`src/design/windowed_variance_change_detector_defines.svh`:
```
// Assertion helpers shared by the RTL files
`ifndef WINDOWED_VARIANCE_CHANGE_DETECTOR_DEFINES_SVH
`define WINDOWED_VARIANCE_CHANGE_DETECTOR_DEFINES_SVH

// Implication checked at every clock edge outside reset
`define WVCD_ASSERT_IMPL(label, clk, rstn, lhs, rhs, msg) \
    label: assert property (@(posedge clk) disable iff (!rstn) (lhs) |-> (rhs)) \
        else $error(msg);

// Implication whose right side is checked in the cycle after the left side holds
`define WVCD_ASSERT_NEXT(label, clk, rstn, lhs, rhs, msg) \
    label: assert property (@(posedge clk) disable iff (!rstn) (lhs) |=> (rhs)) \
        else $error(msg);

`endif

```
`src/design/wvcd_pkg.sv`:
```
`default_nettype none
package wvcd_pkg;

    localparam int unsigned TIME_W   = 32;
    localparam int unsigned VALUE_W  = 16;
    localparam int unsigned STATUS_W = 2;
    localparam int unsigned MINP_W   = 7;
    localparam int unsigned WARM_W   = 8;
    localparam int unsigned VLIM_W   = 24;
    localparam int unsigned PLIM_W   = 16;
    localparam int unsigned CFG_IDX_W  = 3;
    localparam int unsigned CFG_DATA_W = 32;

    localparam logic [CFG_IDX_W-1:0] CFG_TIME_WINDOW    = 3'd0;
    localparam logic [CFG_IDX_W-1:0] CFG_MIN_PACKETS    = 3'd1;
    localparam logic [CFG_IDX_W-1:0] CFG_WARMUP_COUNT   = 3'd2;
    localparam logic [CFG_IDX_W-1:0] CFG_VARIANCE_LIMIT = 3'd3;
    localparam logic [CFG_IDX_W-1:0] CFG_PEAK_LIMIT     = 3'd4;

    typedef enum logic [STATUS_W-1:0] {
        ST_TOO_FEW = 2'd0,
        ST_WARMING = 2'd1,
        ST_QUIET   = 2'd2,
        ST_CHANGE  = 2'd3
    } status_t;

    // controller -> datapath
    typedef struct packed {
        logic load;       // capture input transaction
        logic drop_full;  // evict oldest because the ring is full
        logic insert;     // write new sample, update sums
        logic rd_tail;    // read ring at the tail
        logic drop_aged;  // evict tail (data already read)
        logic scan_start; // begin extreme scan at tail
        logic scan_step;  // fold one read value, advance scan pointer
        logic mul_step;   // advance variance multiply sequencer
        logic clear;      // empty the window
        logic warm_inc;   // bump the warm-up counter
    } dp_cmd_t;

    // datapath -> controller
    typedef struct packed {
        logic full;
        logic empty;
        logic aged;       // tail read data is older than the window
        logic few;        // count <= min_packets
        logic warming;    // warm-up not finished
        logic scan_last;  // scan has consumed every entry
        logic mul_done;
        logic over;       // variance or peak exceeds its limit
    } dp_sts_t;

endpackage
`default_nettype wire

```
`src/design/wvcd_ctrl.sv`:
```
`default_nettype none
`include "windowed_variance_change_detector_defines.svh"
module wvcd_ctrl (
    input  wire logic              aclk,
    input  wire logic              aresetn,
    input  wire logic              in_valid,
    output logic                   in_ready,
    output logic                   out_valid,
    input  wire logic              out_ready,
    output wvcd_pkg::status_t      status,
    output wvcd_pkg::dp_cmd_t      cmd,
    input  wire wvcd_pkg::dp_sts_t sts
);
    typedef enum logic [8:0] {
        S_IDLE   = 9'b000000001,
        S_FULL   = 9'b000000010,
        S_FULLD  = 9'b000000100,
        S_INS    = 9'b000001000,
        S_RD     = 9'b000010000,
        S_AGE    = 9'b000100000,
        S_DEC    = 9'b001000000,
        S_SCAN   = 9'b010000000,
        S_OUT    = 9'b100000000
    } state_t;

    state_t state_reg, state_next;
    wvcd_pkg::status_t status_reg, status_next;

    always_comb begin
        state_next  = state_reg;
        status_next = status_reg;
        cmd         = '0;
        unique case (state_reg)
            S_IDLE: if (in_valid) begin
                cmd.load   = 1'b1;
                state_next = S_FULL;
            end
            S_FULL: state_next = sts.full ? S_FULLD : S_INS; // tail read lands
            S_FULLD: begin
                cmd.drop_full = 1'b1;
                state_next    = S_INS;
            end
            S_INS: begin
                cmd.insert = 1'b1;
                state_next = S_RD;
            end
            S_RD: begin
                cmd.rd_tail = 1'b1;
                state_next  = S_AGE;
            end
            S_AGE: begin
                if (!sts.empty && sts.aged) begin
                    cmd.drop_aged = 1'b1;
                    state_next    = S_RD;
                end else begin
                    state_next = S_DEC;
                end
            end
            S_DEC: begin
                if (sts.few) begin
                    status_next = wvcd_pkg::ST_TOO_FEW;
                    state_next  = S_OUT;
                end else if (sts.warming) begin
                    cmd.warm_inc = 1'b1;
                    status_next  = wvcd_pkg::ST_WARMING;
                    state_next   = S_OUT;
                end else begin
                    cmd.scan_start = 1'b1;
                    state_next     = S_SCAN;
                end
            end
            S_SCAN: begin
                cmd.mul_step = 1'b1;
                if (sts.scan_last && sts.mul_done) begin
                    if (sts.over) begin
                        status_next = wvcd_pkg::ST_CHANGE;
                    end else begin
                        status_next = wvcd_pkg::ST_QUIET;
                    end
                    state_next = S_OUT;
                end else begin
                    cmd.scan_step = 1'b1;
                end
            end
            S_OUT: if (out_ready) begin
                // empty the window only after the count has gone out
                if (status_reg == wvcd_pkg::ST_CHANGE) cmd.clear = 1'b1;
                state_next = S_IDLE;
            end
            default: state_next = S_IDLE;
        endcase
    end

    always_ff @(posedge aclk) begin
        if (!aresetn) begin
            state_reg  <= S_IDLE;
            status_reg <= wvcd_pkg::ST_TOO_FEW;
        end else begin
            state_reg  <= state_next;
            status_reg <= status_next;
        end
    end

    assign in_ready  = state_reg == S_IDLE;
    assign out_valid = state_reg == S_OUT;
    assign status    = status_reg;

    `WVCD_ASSERT_IMPL(a_onehot, aclk, aresetn, 1'b1, $onehot(state_reg),
        "state not one-hot")
    `WVCD_ASSERT_NEXT(a_load_busy, aclk, aresetn, in_valid && in_ready,
        !in_ready, "accepted while busy")
    `WVCD_ASSERT_NEXT(a_out_hold, aclk, aresetn, out_valid && !out_ready,
        out_valid && $stable(status), "result dropped")
endmodule
`default_nettype wire

```
`config.mk`:
```
export PLATFORM = sky130hd
export DESIGN_NAME = wvcd_ctrl
export DESIGN_NICKNAME = d
export VERILOG_FILES = /design/src/design/wvcd_pkg.sv /design/src/design/wvcd_ctrl.sv
export VERILOG_INCLUDE_DIRS = /design/src /design/src/design
export SDC_FILE = /design/constraint.sdc
export NUM_CORES = 1
export LEC_CHECK = 0
export ABC_CLOCK_PERIOD_IN_PS = 2250
export BUFFER_PORTS_ARGS = -buffer_cell sky130_fd_sc_hd__buf_2
export CAP_MARGIN = 25
export CORE_MARGIN = 5
export CORE_UTILIZATION = 35
export CTS_CLUSTER_DIAMETER = 60
export CTS_CLUSTER_SIZE = 30
export DETAILED_ROUTE_END_ITERATION = 16
export PLACE_DENSITY = 0.63
export SLEW_MARGIN = 30
export SYNTH_ARGS = -nofsm -noshare
export SYNTH_HDL_FRONTEND = slang
export SYNTH_SLANG_ARGS = --single-unit
```
`constraint.sdc`:
```
create_clock -name aclk -period 2.25 [get_ports aclk]
set_clock_uncertainty 0.15 [all_clocks]
set_input_delay 0.45 -clock aclk [delete_from_list [all_inputs] [get_ports aclk]]
set_output_delay 0.45 -clock aclk [all_outputs]
set_load 0.02 [all_outputs]
```
==> flow_summary.yaml <==
pwr:
  powerDensity_mw_per_mm2: 413.2
  total_leakage_power_uw: 0.0004305
  ir_worst_vdd_v: 0.0002492
  power_uw: 458.6
synthesis:
  synth.yosys.warnings: 0
  synthDominantCellAreaShare_pct: 26.23
  yosys.cell_types.count: 47
  synth_top_area_cell: "dfxtp_1"
  synth_flop_cell: "dfxtp_1"
  netlist_instances: 93
  yosysSeqAreaShare_pct: 26.23
  yosys-top-cells-count: "dfxtp_1 (11), nor4_1 (7), a21oi_1 (5), nor2_1 (5)"
  synthArstFlopShare_pct: 0
  synthTopCellsByArea: "dfxtp_1 (26%), nor4_1 (5.2%), mux2i_1 (3.6%)"
  synth_nets: 105
  syn_area_sq_um: 839.6
  synth_edf_count: 0
  yosysMostFrequentCell: "dfxtp_1"
  syn_area_per_cell_sq_um: 9.027
  synth_seq_cells: 11
die:
  dieWidth_um: 58.98
  core.rowCount: 17
  dieArea_sq_mm: 0.003478
  pin_count: 26
  core-area_sq_mm: 0.002255
  die_y_um: 58.98
  start_util_pct: 37.24
clocking:
  cts_root_buf: "clkbuf_4"
  clk_latency_ns: 0.27
  clk_pin_slew_ns: 0.07
  h-tree-depth: 1
  clock_path_buffers: 2
  ctsHoldBuffers: 0
  cts_buffers: 3
  cts_tree: "yes"
  clock-sinks: 11
timing:
  final_max_slew_viol_count: 0
  finalHoldViolCount: 0
  setup_viol: 0
  max_slew_margin_pct: 79.39
  post-route-min-period_ns: 2.245
  fmaxAchievable_mhz: 445.4
  fin_setup_tns_ns: 0
  tightest_slew_ns: 0.3081
  finalCritPeriodShare_pct: 99.78
  whs_ns: 0.2945
  rsz0062_at_grt: "yes"
setup_path:
  r2r-end: "status[0]$_SDFFE_PN0P_"
  crit_arrival_ns: 1.65
  required_ns: 1.65
  path_class: "reg2out"
  reg2reg_slack_ns: 0.45
  timing.rr.start: "state_reg[0]$_SDFFE_PN1P_"
  slowest_delay_ns: 0.35
  cp-end-kind: "output pin"
  critPathSlowestCell: "dfxtp_4"
  crit_top_cell: "nor4_4"
  cp_cell_sequence: "nor4_4 -> nand3_2 -> buf_6 -> nor4_4 -> buf_4"
  r2r_cells: 7
  cp_max_fo: 5
  worst_setup_path_start_kind: "flop"
layout:
  fillers: 230
  largest_register_ffs: 9
  final_nets: 136
  post-route-util_pct: 49.22
  area.growth.synth_to_final_pct: 32.19
  layout-drive-gt1-share_pct: 48.78
  diodes: 0
routing:
  vias_per_cell: 5.576
  vias: 842
  route.detailed.drc: 0
  ant_nets: 0
  routed_wl_mm: 2.145
  detail_route.iter0.violations: 10
  first_pass_iters: 6
  avgRoutedWirePerCell_um: 14.21
global_route:
  grtUsageTotal_pct: 12.88
  use_met2_pct: 20.66
  grt_pass1_wl_mm: 3.443
  globalRoute.totalOverflow: 0
  grt_pass1_vias: 760
  use_met3_pct: 4.575
  use_met1_pct: 15.97
  antenna_found_initial: 0
  grt_busiest_layer: "met2"
  grt_max_degree: 11
place:
  gp_congestion: 0.8267
  hpwl_mm: 1.550
  io_buffer_count: 25
outcome:
  status: "finished clean"
worst_hold_path:
  holdPathStages: 3
  hp-class: "in2reg"
  hold_path_startpoint: "sts[7]"
  min_to: "state_reg[2]$_SDFFE_PN0P_"
run:
  maxCapViolations: 0
[worst max-delay path: cells and delay by family (launching register included)]
family	cells	cell delay, ns
DFF	1	0.35
buffers and inverters	2	0.35
and+or+nand+nor	3	0.68
[report_power, final]
part           leakage (uW)  switching, uW  internal (uW)
Clock             0.0000150           67.9           68.6
Sequential        0.0000916           8.90            197
Combinational      0.000324           60.8           55.2
[worst max path at each step]
stage	slack [ns]	startpoint	cells past startpoint	end
after floorplan	0.04	state_reg[1]$_SDFFE_PN0P_	4	cmd[0]
after global placement	0.20	state_reg[1]$_SDFFE_PN0P_	5	cmd[1]
after detailed placement	0.16	state_reg[1]$_SDFFE_PN0P_	5	cmd[1]
after CTS	-0.04	state_reg[0]$_SDFFE_PN1P_	4	cmd[0]
after global routing	-0.11	state_reg[0]$_SDFFE_PN1P_	4	cmd[5]
final	0.005	state_reg[0]$_SDFFE_PN1P_	5	cmd[4]
[routing by layer]
| metal | vias to the layer above | wire (um) |
|---|---|---|
| li1 | 414 | - |
| met1 | 406 | 908 |
| met2 | 16 | 1112 |
| met3 | 6 | 90 |
| met4 | 0 | 34 |
| met5 | - | 0 |
[logic make-up (layout without fill, tap and decap cells)]
family                    count (synthesis)  in the layout  synth area share [%]
muxes                                     3              3                 3.577
buffers and inverters                    10             40                 6.556
xor gates and xnor gates                  1              1                 1.043
DFF                                      11             11                 26.23
AOI/OAI and AO/OA                        19             19                 18.03
and+or+nand+nor                          49             49                 44.56
[cell type report]
type / count / area, sq um / area share (%)
clock buffers: 4 / 26.28 / 2.368
inverters: 4 / 15.01 / 1.353
multi-input cells: 72 / 608.1 / 54.79
flip-flops and latches: 11 / 234.0 / 21.08
well taps: 28 / 35.03 / 3.157
repair buffers: 32 / 191.4 / 17.25
[cells in the final DEF (no fill, tap or decap), drive strengths merged, types with 3 or more instances in the layout]
| master | n |
|---|---|
| buf | 32 |
| nand3 | 3 |
| mux2i | 3 |
| a21oi | 5 |
| nor4 | 10 |
| o21ai | 3 |
| nand2 | 5 |
| nor3 | 5 |
| nor2 | 6 |
| dfxtp | 11 |
| nand2b | 5 |
| inv | 4 |
| clkbuf | 4 |
[what timing repair did]
item | 4_1_cts | 5_1_grt
setup buffers | 4 | 2
pin swaps | 5 | 0
resized for setup | 8 | 10
endpoints found under the setup margin | 7 | 10
[metrics by stage]
step                      setup slack (ns)  std cells  area, sq um
final                             0.004860        151         1110
after global routing               -0.1104        151         1110
after CTS                         -0.03769        149         1059
after detailed placement            0.1627        141        975.9
after global placement              0.1958        141        975.9
after floorplan                    0.03568         93        848.3
Note: power is estimated with default switching activity, not from simulation.
